## src/rtl/jad_pkg.sv

```systemverilog
// Shared types and constants for the joystick angle block.
// No dependencies; imported by every module of the block but the queue.
package jad_pkg;

	localparam int CORDIC_STEPS_DEF = 16;
	localparam int TABLE_LEN = 24;
	localparam int FRAC_BITS = 16;
	localparam int AXIS_W = 12;
	localparam int DEAD_W = 10;
	localparam int LIM_W = 11;
	localparam int ANG_W = 9;
	localparam int U_W = 32;
	localparam int Z_W = 27;
	localparam int DEG_W = Z_W - FRAC_BITS;
	localparam int MID_DEPTH = 4;
	localparam int ADDR_W = 5;
	localparam int DATA_W = 32;

	// register indexes (byte address = 4 * index)
	localparam logic [2:0] REG_X_BELOW = 3'd0;
	localparam logic [2:0] REG_X_ABOVE = 3'd1;
	localparam logic [2:0] REG_Y_BELOW = 3'd2;
	localparam logic [2:0] REG_Y_ABOVE = 3'd3;
	localparam logic [2:0] REG_CLAMP   = 3'd4;

	localparam logic [DEAD_W-1:0] X_BELOW_RST = DEAD_W'(40);
	localparam logic [DEAD_W-1:0] X_ABOVE_RST = DEAD_W'(41);
	localparam logic [DEAD_W-1:0] Y_BELOW_RST = DEAD_W'(28);
	localparam logic [DEAD_W-1:0] Y_ABOVE_RST = DEAD_W'(29);
	localparam logic [LIM_W-1:0]  CLAMP_RST   = LIM_W'(512);

	// starting rotation applied in the front
	localparam logic [1:0] ZROT_NONE  = 2'd0;
	localparam logic [1:0] ZROT_POS90 = 2'd1;
	localparam logic [1:0] ZROT_NEG90 = 2'd2;

	localparam logic [ANG_W-1:0] ANG_0   = ANG_W'(0);
	localparam logic [ANG_W-1:0] ANG_90  = ANG_W'(90);
	localparam logic [ANG_W-1:0] ANG_180 = ANG_W'(180);
	localparam logic [ANG_W-1:0] ANG_270 = ANG_W'(270);

	localparam int DEG_FULL = 360;
	localparam logic signed [Z_W-1:0] Z_90  = Z_W'(90 * (1 << FRAC_BITS));
	localparam logic signed [Z_W-1:0] Z_360 = Z_W'(DEG_FULL * (1 << FRAC_BITS));

	// atan(2^-i) in degrees, Q.16, rounded to nearest
	localparam logic [21:0] ATAN_DEG_Q16 [TABLE_LEN] = '{
		22'd2949120, 22'd1740967, 22'd919879, 22'd466945, 22'd234379, 22'd117304,
		22'd58666, 22'd29335, 22'd14668, 22'd7334, 22'd3667, 22'd1833,
		22'd917, 22'd458, 22'd229, 22'd115, 22'd57, 22'd29,
		22'd14, 22'd7, 22'd4, 22'd2, 22'd1, 22'd0
	};

	typedef struct packed {
		logic [DEAD_W-1:0] x_below;
		logic [DEAD_W-1:0] x_above;
		logic [DEAD_W-1:0] y_below;
		logic [DEAD_W-1:0] y_above;
		logic [LIM_W-1:0]  clamp;
	} cfg_t;

	// classified item handed from the front to the CORDIC
	typedef struct packed {
		logic                     special;
		logic [ANG_W-1:0]         angle;
		logic [1:0]               zrot;
		logic signed [AXIS_W-1:0] u0;
		logic signed [AXIS_W-1:0] v0;
	} work_t;

endpackage

```

## src/rtl/jad_fifo.sv

```systemverilog
// Small register queue, used between front and CORDIC and on the result side.
// Depends on nothing but its parameters.
module jad_fifo #(
	parameter int DEPTH = 4,
	parameter int WIDTH = 8
) (
	input  logic             clk,
	input  logic             arst_n,
	input  logic             wr_en,
	input  logic [WIDTH-1:0] wr_data,
	output logic             full,
	input  logic             rd_en,
	output logic [WIDTH-1:0] rd_data,
	output logic             empty
);

	localparam int PW = (DEPTH > 1) ? $clog2(DEPTH) : 1;
	localparam int CW = $clog2(DEPTH + 1);

	logic [WIDTH-1:0] mem_q [DEPTH];
	logic [PW-1:0]    wr_ptr_q;
	logic [PW-1:0]    rd_ptr_q;
	logic [CW-1:0]    count_q;
	logic             do_wr;
	logic             do_rd;

	assign full  = (count_q == CW'(DEPTH));
	assign empty = (count_q == '0);
	assign do_wr = wr_en && !full;
	assign do_rd = rd_en && !empty;
	assign rd_data = mem_q[rd_ptr_q];

	always_ff @(posedge clk) begin
		if (do_wr) begin
			mem_q[wr_ptr_q] <= wr_data;
		end
	end

	always_ff @(posedge clk or negedge arst_n) begin
		if (!arst_n) begin
			wr_ptr_q <= '0;
			rd_ptr_q <= '0;
			count_q  <= '0;
		end else begin
			if (do_wr) begin
				wr_ptr_q <= (wr_ptr_q == PW'(DEPTH - 1)) ? '0 : wr_ptr_q + 1'b1;
			end
			if (do_rd) begin
				rd_ptr_q <= (rd_ptr_q == PW'(DEPTH - 1)) ? '0 : rd_ptr_q + 1'b1;
			end
			if (do_wr && !do_rd) begin
				count_q <= count_q + 1'b1;
			end else if (do_rd && !do_wr) begin
				count_q <= count_q - 1'b1;
			end
		end
	end

endmodule

```

## src/rtl/jad_front.sv

```systemverilog
// Front end: dead zone, clamp and quadrant classification of one sample.
// Depends on jad_pkg.
module jad_front
	import jad_pkg::*;
(
	input  cfg_t                     cfg,
	input  logic signed [AXIS_W-1:0] axis_x,
	input  logic signed [AXIS_W-1:0] axis_y,
	output work_t                    item
);

	function automatic logic signed [AXIS_W-1:0] shape(
		input logic signed [AXIS_W-1:0] v,
		input logic [DEAD_W-1:0]        below,
		input logic [DEAD_W-1:0]        above,
		input logic [LIM_W-1:0]         lim
	);
		logic signed [AXIS_W:0] vs;
		logic signed [AXIS_W:0] l;
		logic signed [AXIS_W:0] nl;
		logic signed [AXIS_W:0] lo;
		logic signed [AXIS_W:0] hi;
		logic signed [AXIS_W-1:0] r;
		vs = {v[AXIS_W-1], v};
		l  = $signed({2'b00, lim});
		nl = -l;
		lo = -$signed({3'b000, below});
		hi = $signed({3'b000, above});
		// clamp is judged on the raw sample and wins over the dead zone
		if (vs > l) begin
			r = l[AXIS_W-1:0];
		end else if (vs < nl) begin
			r = nl[AXIS_W-1:0];
		end else if (vs > lo && vs < hi) begin
			r = '0;
		end else begin
			r = v;
		end
		return r;
	endfunction

	logic signed [AXIS_W-1:0] x;
	logic signed [AXIS_W-1:0] y;

	assign x = shape(axis_x, cfg.x_below, cfg.x_above, cfg.clamp);
	assign y = shape(axis_y, cfg.y_below, cfg.y_above, cfg.clamp);

	always_comb begin
		item.special = 1'b0;
		item.angle   = ANG_0;
		item.zrot    = ZROT_NONE;
		item.u0      = y;
		item.v0      = x;
		if (x == '0) begin
			item.special = 1'b1;
			item.angle   = (y < 0) ? ANG_180 : ANG_0;
		end else if (y == '0) begin
			item.special = 1'b1;
			item.angle   = (x > 0) ? ANG_90 : ANG_270;
		end else if (y < 0) begin
			// lower half plane: rotate by a quarter turn into the right half
			if (x > 0) begin
				item.zrot = ZROT_POS90;
				item.u0   = x;
				item.v0   = -y;
			end else begin
				item.zrot = ZROT_NEG90;
				item.u0   = -x;
				item.v0   = y;
			end
		end
	end

endmodule

```

## src/rtl/jad_cordic.sv

```systemverilog
// Unrolled vectoring CORDIC, one pipeline stage per iteration, angle in Q.16 degrees.
// Depends on jad_pkg.
module jad_cordic
	import jad_pkg::*;
#(
	parameter int STEPS = CORDIC_STEPS_DEF
) (
	input  logic             clk,
	input  logic             arst_n,
	input  logic             in_valid,
	input  work_t            in_item,
	output logic             out_valid,
	output logic [ANG_W-1:0] out_angle
);

	localparam int N = (STEPS > TABLE_LEN) ? TABLE_LEN : STEPS;

	logic signed [U_W-1:0] u_s       [N+1];
	logic signed [U_W-1:0] v_s       [N+1];
	logic signed [Z_W-1:0] z_s       [N+1];
	logic                  special_s [N+1];
	logic [ANG_W-1:0]      spang_s   [N+1];
	logic                  valid_s   [N+1];
	logic [ANG_W-1:0]      angle_q;
	logic                  out_valid_q;

	logic signed [Z_W-1:0] z_wrap;
	logic [DEG_W-1:0]      deg;

	// entry stage: scale by 2^16 and apply the starting rotation
	always_ff @(posedge clk) begin
		u_s[0] <= $signed({{(U_W - AXIS_W - FRAC_BITS){in_item.u0[AXIS_W-1]}},
			in_item.u0, {FRAC_BITS{1'b0}}});
		v_s[0] <= $signed({{(U_W - AXIS_W - FRAC_BITS){in_item.v0[AXIS_W-1]}},
			in_item.v0, {FRAC_BITS{1'b0}}});
		case (in_item.zrot)
			ZROT_POS90: z_s[0] <= Z_90;
			ZROT_NEG90: z_s[0] <= -Z_90;
			default:    z_s[0] <= '0;
		endcase
		special_s[0] <= in_item.special;
		spang_s[0]   <= in_item.angle;
	end

	always_ff @(posedge clk or negedge arst_n) begin
		if (!arst_n) begin
			valid_s[0] <= 1'b0;
		end else begin
			valid_s[0] <= in_valid;
		end
	end

	for (genvar k = 0; k < N; k++) begin : g_iter
		localparam logic signed [Z_W-1:0] ATAN_K = Z_W'(ATAN_DEG_Q16[k]);

		always_ff @(posedge clk) begin
			if (!v_s[k][U_W-1]) begin
				u_s[k+1] <= u_s[k] + (v_s[k] >>> k);
				v_s[k+1] <= v_s[k] - (u_s[k] >>> k);
				z_s[k+1] <= z_s[k] + ATAN_K;
			end else begin
				u_s[k+1] <= u_s[k] - (v_s[k] >>> k);
				v_s[k+1] <= v_s[k] + (u_s[k] >>> k);
				z_s[k+1] <= z_s[k] - ATAN_K;
			end
			special_s[k+1] <= special_s[k];
			spang_s[k+1]   <= spang_s[k];
		end

		always_ff @(posedge clk or negedge arst_n) begin
			if (!arst_n) begin
				valid_s[k+1] <= 1'b0;
			end else begin
				valid_s[k+1] <= valid_s[k];
			end
		end
	end

	// wrap into 0..359 and truncate to whole degrees
	always_comb begin
		z_wrap = z_s[N];
		if (z_wrap < 0) begin
			z_wrap = z_wrap + Z_360;
		end
		if (z_wrap < 0) begin
			z_wrap = '0;
		end
		deg = z_wrap[Z_W-1:FRAC_BITS];
		if (deg >= DEG_W'(DEG_FULL)) begin
			deg = deg - DEG_W'(DEG_FULL);
		end
		if (deg >= DEG_W'(DEG_FULL)) begin
			deg = '0;
		end
	end

	always_ff @(posedge clk) begin
		angle_q <= special_s[N] ? spang_s[N] : deg[ANG_W-1:0];
	end

	always_ff @(posedge clk or negedge arst_n) begin
		if (!arst_n) begin
			out_valid_q <= 1'b0;
		end else begin
			out_valid_q <= valid_s[N];
		end
	end

	assign out_valid = out_valid_q;
	assign out_angle = angle_q;

endmodule

```

## src/rtl/joystick_angle_with_deadzone.sv

```systemverilog
// Joystick sample to compass angle (0..359 degrees, from +y toward +x) with per-axis
// dead zones and clamp. One sample is accepted per clock while full is low and one
// result leaves per clock while pop is held and empty is low. A pushed sample passes
// through the four-entry front queue, then the unrolled CORDIC pipeline with one
// register stage per iteration plus entry and wrap stages, then the result queue.
// The result queue holds min(CORDIC_STEPS,24) + 4 entries and the CORDIC issues only
// when a slot is reserved there, so the two sides stall independently. Registers sit
// on an APB port at byte address 4 * index.
module joystick_angle_with_deadzone
	import jad_pkg::*;
#(
	parameter int CORDIC_STEPS = CORDIC_STEPS_DEF
) (
	input  logic                     clk,
	input  logic                     arst_n,
	input  logic                     psel,
	input  logic                     penable,
	input  logic                     pwrite,
	input  logic [ADDR_W-1:0]        paddr,
	input  logic [DATA_W-1:0]        pwdata,
	output logic [DATA_W-1:0]        prdata,
	output logic                     pready,
	input  logic                     push,
	output logic                     full,
	input  logic signed [AXIS_W-1:0] axis_x,
	input  logic signed [AXIS_W-1:0] axis_y,
	output logic                     empty,
	input  logic                     pop,
	output logic [ANG_W-1:0]         angle_deg
);

	localparam int N_EFF = (CORDIC_STEPS > TABLE_LEN) ? TABLE_LEN : CORDIC_STEPS;
	localparam int OUT_DEPTH = N_EFF + 4;
	localparam int CW = $clog2(OUT_DEPTH + 1);

	cfg_t  cfg_q;
	work_t front_item;
	work_t mid_item;
	logic  mid_full;
	logic  mid_empty;
	logic  issue;
	logic  out_empty;
	logic  out_pop;
	logic  back_valid;
	logic [ANG_W-1:0] back_angle;
	logic [CW-1:0]    credit_q;

	// register port
	assign pready = 1'b1;

	always_ff @(posedge clk or negedge arst_n) begin
		if (!arst_n) begin
			cfg_q.x_below <= X_BELOW_RST;
			cfg_q.x_above <= X_ABOVE_RST;
			cfg_q.y_below <= Y_BELOW_RST;
			cfg_q.y_above <= Y_ABOVE_RST;
			cfg_q.clamp   <= CLAMP_RST;
		end else if (psel && penable && pwrite) begin
			unique case (paddr[4:2])
				REG_X_BELOW: cfg_q.x_below <= pwdata[DEAD_W-1:0];
				REG_X_ABOVE: cfg_q.x_above <= pwdata[DEAD_W-1:0];
				REG_Y_BELOW: cfg_q.y_below <= pwdata[DEAD_W-1:0];
				REG_Y_ABOVE: cfg_q.y_above <= pwdata[DEAD_W-1:0];
				REG_CLAMP:   cfg_q.clamp   <= pwdata[LIM_W-1:0];
				default: ;
			endcase
		end
	end

	always_comb begin
		unique case (paddr[4:2])
			REG_X_BELOW: prdata = DATA_W'(cfg_q.x_below);
			REG_X_ABOVE: prdata = DATA_W'(cfg_q.x_above);
			REG_Y_BELOW: prdata = DATA_W'(cfg_q.y_below);
			REG_Y_ABOVE: prdata = DATA_W'(cfg_q.y_above);
			REG_CLAMP:   prdata = DATA_W'(cfg_q.clamp);
			default:     prdata = '0;
		endcase
	end

	jad_front u_front (
		.cfg    (cfg_q),
		.axis_x (axis_x),
		.axis_y (axis_y),
		.item   (front_item)
	);

	jad_fifo #(
		.DEPTH (MID_DEPTH),
		.WIDTH ($bits(work_t))
	) u_mid_q (
		.clk     (clk),
		.arst_n  (arst_n),
		.wr_en   (push),
		.wr_data (front_item),
		.full    (mid_full),
		.rd_en   (issue),
		.rd_data (mid_item),
		.empty   (mid_empty)
	);

	assign full = mid_full;

	// credit covers items in the pipeline plus those in the result queue
	assign issue   = !mid_empty && (credit_q < CW'(OUT_DEPTH));
	assign out_pop = pop && !out_empty;

	always_ff @(posedge clk or negedge arst_n) begin
		if (!arst_n) begin
			credit_q <= '0;
		end else if (issue && !out_pop) begin
			credit_q <= credit_q + 1'b1;
		end else if (out_pop && !issue) begin
			credit_q <= credit_q - 1'b1;
		end
	end

	jad_cordic #(
		.STEPS (CORDIC_STEPS)
	) u_cordic (
		.clk       (clk),
		.arst_n    (arst_n),
		.in_valid  (issue),
		.in_item   (mid_item),
		.out_valid (back_valid),
		.out_angle (back_angle)
	);

	jad_fifo #(
		.DEPTH (OUT_DEPTH),
		.WIDTH (ANG_W)
	) u_out_q (
		.clk     (clk),
		.arst_n  (arst_n),
		.wr_en   (back_valid),
		.wr_data (back_angle),
		.full    (),
		.rd_en   (pop),
		.rd_data (angle_deg),
		.empty   (out_empty)
	);

	assign empty = out_empty;

endmodule

```

## config.mk

```make
export PLATFORM = sky130hd
export DESIGN_NAME = joystick_angle_with_deadzone
export DESIGN_NICKNAME = d
export VERILOG_FILES = /design/src/rtl/jad_pkg.sv /design/src/rtl/jad_fifo.sv /design/src/rtl/jad_front.sv /design/src/rtl/jad_cordic.sv /design/src/rtl/joystick_angle_with_deadzone.sv
export SDC_FILE = /design/constraint.sdc
export NUM_CORES = 2
export LEC_CHECK = 0
export ABC_AREA = 1
export BUFFER_PORTS_ARGS = -buffer_cell sky130_fd_sc_hd__buf_2
export CORE_MARGIN = 8
export CORE_UTILIZATION = 24
export CTS_BUF_LIST = sky130_fd_sc_hd__clkbuf_4
export DETAILED_ROUTE_END_ITERATION = 12
export GPL_TIMING_DRIVEN = 0
export HOLD_SLACK_MARGIN = 0.12
export PLACE_DENSITY = 0.48
export SLEW_MARGIN = 15
export SYNTH_ARGS = -nofsm -noshare
export SYNTH_HDL_FRONTEND = slang
export SYNTH_SLANG_ARGS = --single-unit
```

## constraint.sdc

```tcl
create_clock -name clk -period 5.9 [get_ports clk]
set_input_delay 1.18 -clock clk [delete_from_list [all_inputs] [get_ports clk]]
set_output_delay 1.18 -clock clk [all_outputs]
set_load 0.02 [all_outputs]
```

# Yosys cells after proc, flatten, opt, wreduce, memory -nomap -nowiden
# Memories as Yosys holds them, arrays and structs flattened.
# Cells that the tools add are included.
[word_totals] register_bits=105 word_cells=386 mem_count=7 output_inout_bits=44 input_bits=68 mem_bits_rw=2041
[mem_list] memory="u_cordic.u_s" depth=17 word_bits=32 rd=16 rd_clocked_by_memory_dff=0 write_ports=17 line_no="jad_cordic.sv:18" text="logic signed [U_W-1:0] u_s [N+1];"
[mem_list] memory="u_cordic.v_s" depth=17 word_bits=32 rd=16 rd_clocked_by_memory_dff=0 write_ports=17 line_no="jad_cordic.sv:19" text="logic signed [U_W-1:0] v_s [N+1];"
[mem_list] memory="u_cordic.z_s" depth=17 word_bits=27 rd=17 rd_clocked_by_memory_dff=0 write_ports=17 line_no="jad_cordic.sv:20" text="logic signed [Z_W-1:0] z_s [N+1];"
[mem_list] memory="u_out_q.mem_q" depth=20 word_bits=9 rd=1 rd_clocked_by_memory_dff=0 write_ports=1 line_no="jad_fifo.sv:20" text="logic [WIDTH-1:0] mem_q [DEPTH];"
[mem_list] memory="u_cordic.spang_s" depth=17 word_bits=9 rd=17 rd_clocked_by_memory_dff=0 write_ports=17 line_no="jad_cordic.sv:22" text="logic [ANG_W-1:0] spang_s [N+1];"
[mem_list] memory="u_mid_q.mem_q" depth=4 word_bits=36 rd=1 rd_clocked_by_memory_dff=0 write_ports=1 line_no="jad_fifo.sv:20"
[mem_list] memory="+1 memories"
[classes] muxes=121 magnitude_cmp=15 bitwise_logic=50 n_eq_ne=12 n_reduce_logical=38 addsub=112
[op_table] operator="32-bit 2-to-1 mux" count=32
[op_table] operator="27-bit 2-to-1 mux" count=20
[op_table] operator="26-bit 2-to-1 mux" count=4
[op_table] operator="12-bit 2-to-1 mux" count=6
[op_table] operator="32-bit by 17-bit adder with 32-bit output" count=2
[op_table] operator="32-bit by 18-bit adder with 32-bit output" count=2
[op_table] operator="32-bit by 19-bit adder with 32-bit output" count=2
[op_table] operator="32-bit by 20-bit adder with 32-bit output" count=2
[op_table] operator="32-bit by 21-bit adder with 32-bit output" count=2
[op_table] operator="32-bit by 22-bit adder with 32-bit output" count=2
[op_table] operator="32-bit by 23-bit adder with 32-bit output" count=2
[op_table] operator="32-bit by 24-bit adder with 32-bit output" count=2
[op_table] operator="32-bit by 25-bit adder with 32-bit output" count=2
[op_table] operator="32-bit by 26-bit adder with 32-bit output" count=2
[op_table] operator="32-bit by 27-bit adder with 32-bit output" count=2
[op_table] operator="32-bit by 28-bit adder with 32-bit output" count=2
[op_table] operator="32-bit by 29-bit adder with 32-bit output" count=2
[op_table] operator="32-bit by 30-bit adder with 32-bit output" count=2
[op_table] operator="32-bit by 31-bit adder with 32-bit output" count=2
[op_table] operator="32-bit by 17-bit subtractor with 32-bit output" count=2
[op_table] operator="32-bit by 18-bit subtractor with 32-bit output" count=2
[op_table] operator="32-bit by 19-bit subtractor with 32-bit output" count=2
[op_table] operator="32-bit by 20-bit subtractor with 32-bit output" count=2
[op_table] operator="32-bit by 21-bit subtractor with 32-bit output" count=2
[op_table] operator="other kinds (87)" count=246

# Longest topological paths before layout
[depth] depth_word=11 ltp_mapped=34 depth_no_buf=33

# Modules after synthesis
# From an unflattened synthesis, not the netlist that was laid out.
[unflattened] hier_cells=14841 area_unflattened_um2=116150.1
[modules_own_cells] mod="jad_cordic" cells_per_inst=12342 instances=1 area_per_inst_um2=93568.5 seq_area_each_um2=27116.0
[modules_own_cells] mod="jad_fifo at u_out_q" cells_per_inst=804 instances=1 area_per_inst_um2=8557.0 seq_area_each_um2=5780.5
[modules_own_cells] mod="jad_fifo at u_mid_q" cells_per_inst=480 instances=1 area_per_inst_um2=6202.2 seq_area_each_um2=4499.3
[modules_own_cells] mod="jad_front" cells_per_inst=840 instances=1 area_per_inst_um2=4574.4 seq_area_each_um2=0.0
[modules_own_cells] mod="joystick_angle_with_deadzone" cells_per_inst=375 instances=1 area_per_inst_um2=3248.1 seq_area_each_um2=1417.6

# Worst setup path before layout
# No wires, ideal clock.
[synth_timing] path_kind="register to register" start="reg cfg_q[21] (netlist bit)" end="mem u_mid_q.mem_q[0][21] (netlist bit) (data pin)" arrival_time_ps=3875 path_stages_with_launch=30 n_path_buf=1 required_time_ps=5635 setup_ps=265 path_slack_ps=1760 period_less_slack_ps=4140 cell_sequence="dfrtp_1 > nor3_1 > nand4_1 > nor2_1 > or3b_2 > xor2_1 > ha_1 > nand2_1 > nor2_1 > inv_1 > nor2_1 > nand2_1 > nand2_1 > nand2_1 > nand2_1 > nand3_2 > buf_2 > nand2_1 > o21ai_0 > inv_1 > ha_1 > nand3_1 > inv_1 > nand4_1 > nor2_2 > nand2_2 > nand2_2 > nor2_1 > nand2_1 > nand2_1"
[synth_lines] item="start: declaration" line_no="joystick_angle_with_deadzone.sv:36" text="cfg_t cfg_q;"
[synth_lines] item="end: declaration" line_no="jad_fifo.sv:20"

==> results.sh <==
export IMPL_status="finished, final reports clean"
export IMPL_place_congestion=0.9194
export IMPL_vias_per_cell=4.441
export IMPL_path_max_fanout=10
export IMPL_die_w_um=690.9
export IMPL_worstPathRequired_ns=6.94
export IMPL_hold_viol_final=0
export IMPL_cts_root_buffer="clkbuf_4"
export IMPL_crit_family="simple AND/OR/NAND/NOR gates"
export IMPL_die_height_um=690.9
export IMPL_drv_slew=0
export IMPL_grt_overflow=0
export IMPL_pin_count=112
export IMPL_port_buffer_count=66
export IMPL_post_dp_cell_area_sq_um=117400
export IMPL_arrival_ns=6.65
export IMPL_detail_route_first_pass_iterations=8
export IMPL_synth_edf_count=312
export IMPL_grt_pass1_wl_mm=484.1
export IMPL_wl_met1_mm=145.0
export IMPL_post_route_min_period_ns=5.610
export IMPL_fmax_mhz=178.3
export IMPL_fin_area_sq_um=123500
export IMPL_netlist_area_sq_um=109300
export IMPL_synthToLayoutAreaGrowth_pct=12.93
export IMPL_drt_wl_total_mm=306.1
export IMPL_endpoint_kind="register"
export IMPL_yosysSeqAreaShare_pct=34.24
export IMPL_crit_path_top_delay_cell="o21ai_1"
export IMPL_tightest_slew_ns=1.134
export IMPL_layout_common_cells="2,131 x nand2_1, 1,477 x inv_1, 1,274 x dfxtp_1, 1,272 x a21oi_1, 1,261 x nor2_1"
export IMPL_final_common_cell="nand2_1"
export IMPL_final_util_pct=27.14
export IMPL_vias=91280
export IMPL_drc=0
export IMPL_avgSynthCellArea_sq_um=8.010
export IMPL_grt_max_degree=61
export IMPL_fin_skew_ns=0.1461
export IMPL_cts_sinks=1689
export IMPL_drive_gt1_share_pct=6.820
export IMPL_dp_slack_ns=-0.3251
export IMPL_fin_crit_sh_pct=95.08
export IMPL_rows=248
export IMPL_start_util_pct=24.03
export IMPL_insertion_delay_ns=1.41
export IMPL_met3_length_mm=12.31
export IMPL_coreArea_sq_um=454900
export IMPL_synth_seq_cells=1689
export IMPL_die_area_sq_um=477300
export IMPL_yosys_most_used_dff="dfxtp_1"
export IMPL_hold_slack_ns=0.2489
export IMPL_worst_setup_path_start_kind="register"
export IMPL_grt_pass1_vias=90170
export IMPL_grt_total_usage_pct=12.25
export IMPL_routedWlPerCell_um=14.89
export IMPL_htreeDepth=5
export IMPL_num_nets_final=15570
export IMPL_cap_violations=0
export IMPL_clkSlewWorstSetupHoldPaths_ns=0.07
export IMPL_antenna_found_initial=11
export IMPL_cp_buffers_inverters=4
export IMPL_hold_path_class="register to register"
export IMPL_layout_filler_cells=49840
export IMPL_ys_warn_count=0
export IMPL_numCtsBuffers=455
export IMPL_relSlewSlack_pct=24.15
export IMPL_top_layer_used="met5"
export IMPL_place_hpwl_mm=245.0
export IMPL_final_setup_viol_count=0
export IMPL_wl_met2_mm=138.2
export IMPL_worst_slack_ns=0.2904
export IMPL_async_flop_share_pct=5.684
export IMPL_cts_tree="done"
export IMPL_synth_distinct_cells=71
export IMPL_drt_first_iter_violations=5037
export IMPL_synthCells=13650
export IMPL_post_cts_buffers=0
export IMPL_postRouteAntennaNets=0
export IMPL_cts_buffer_depth=4
export IMPL_criticalPathCategory="register to register"
export IMPL_slowest_delay_ns=0.44
per-stage QoR:
step	TNS (ns)	std cells
2_1_floorplan	0	13670
3_3_place_gp	-1.188	19730
3_5_place_dp	-1.206	19740
4_1_cts	0	20550
5_1_grt	-0.001882	20550
6_report	0	20550
worst reg2reg max path, delay by kind of cell, from the launching register on:
family / cells / cell delay, ns
simple gates: 17 / 2.13
buf+inv: 4 / 0.73
flops: 1 / 0.42
xor+xnor: 1 / 0.41
compound gates: 3 / 0.66
fa+ha+maj: 3 / 0.93
Yosys cell counts, drive strengths merged, types with 132 or more instances:
cell / n / area (sq um)
nand3: 411 / 2115
dfxtp: 1281 / 25640
a21oi: 1272 / 6366
nand2: 2150 / 8123
nor2: 1280 / 4867
a31oi: 132 / 825.8
inv: 1490 / 5593
nor3: 300 / 1546
xor2: 1099 / 9633
xnor2: 479 / 4195
o21ai: 988 / 4975
edfxtp: 312 / 9369
ha: 1253 / 15680
clkbuf: 147 / 551.8
logic make-up after synthesis:
logic type	Yosys count	synth area share [%]
XOR/XNOR	1578	12.65
adder cells (fa/ha/maj)	1290	15.02
multiplexers	1	0.009157
AND/OR/NAND/NOR	4411	16.86
other	2	0.006870
buffers and inverters	1701	5.979
flip-flops	1689	34.24
AO/OA/AOI/OAI	2975	15.23
layout make-up:
cell class / instances / area [sq um] / share of cell area (%)
multi-input combinational: 10280 / 65470 / 53.03
sequential: 1689 / 37440 / 30.33
tap: 6000 / 7507 / 6.081
inverter: 1498 / 5623 / 4.555
clock buffer: 643 / 4827 / 3.910
clock inverter: 146 / 991.0 / 0.8027
buffer: 202 / 922.1 / 0.7470
timing repair buffer: 90 / 654.4 / 0.5301
antenna: 7 / 17.52 / 0.01419
per-layer routing:
| metal | global-route usage (%) | vias to the layer above |
|---|---|---|
| met3 | 1.705 | 596 |
| li1 | - | 47490 |
| met1 | 16.12 | 41510 |
| met4 | 4.297 | 8 |
| met2 | 20.46 | 1684 |
| met5 | 0 | - |
flip-flops by register name (all words and copies together) (netlist names), 3 cells and up:
register,flops
u_cordic.out_angle,9
u_cordic.z_s,374
u_mid_q.mem_q,132
u_out_q.rd_ptr_q,5
u_cordic.spang_s,102
u_mid_q.count_q,3
u_out_q.wr_ptr_q,5
u_out_q.count_q,5
u_cordic.valid_s,17
credit_q,5
u_cordic.u_s,385
cfg_q,51
u_out_q.mem_q,180
u_cordic.v_s,394
u_cordic.special_s,17
path summary, 6_finish.rpt:
| kind | to | start | depth (start not counted) | slack, ns |
|---|---|---|---|---|
| max reg2reg | u_mid_q.mem_q[1][3] | cfg_q[1] | 28 | 0.29 |
| min reg2reg | u_cordic.spang_s[0][80] | u_cordic.spang_s[0][71] | 0 | 0.25 |
| max | u_mid_q.mem_q[1][3] | cfg_q[1] | 28 | 0.29 |
| min in group asynchronous | cfg_q[24] | arst_n | 3 | 0.95 |
| min | u_cordic.spang_s[0][80] | u_cordic.spang_s[0][71] | 0 | 0.25 |
| max in group asynchronous | u_out_q.rd_ptr_q[4] | arst_n | 4 | 4.40 |
what timing repair did:
item                                    in CTS  in global routing
endpoints found under the hold margin      147                  0
hold buffers                                17                  0
gates cloned                                 0                  0
endpoints found under the setup margin      18                 33
resized for setup                           16                  8
Power is not shown: default switching activity piles up to over one toggle a cycle in this logic, so the estimate is an artifact.
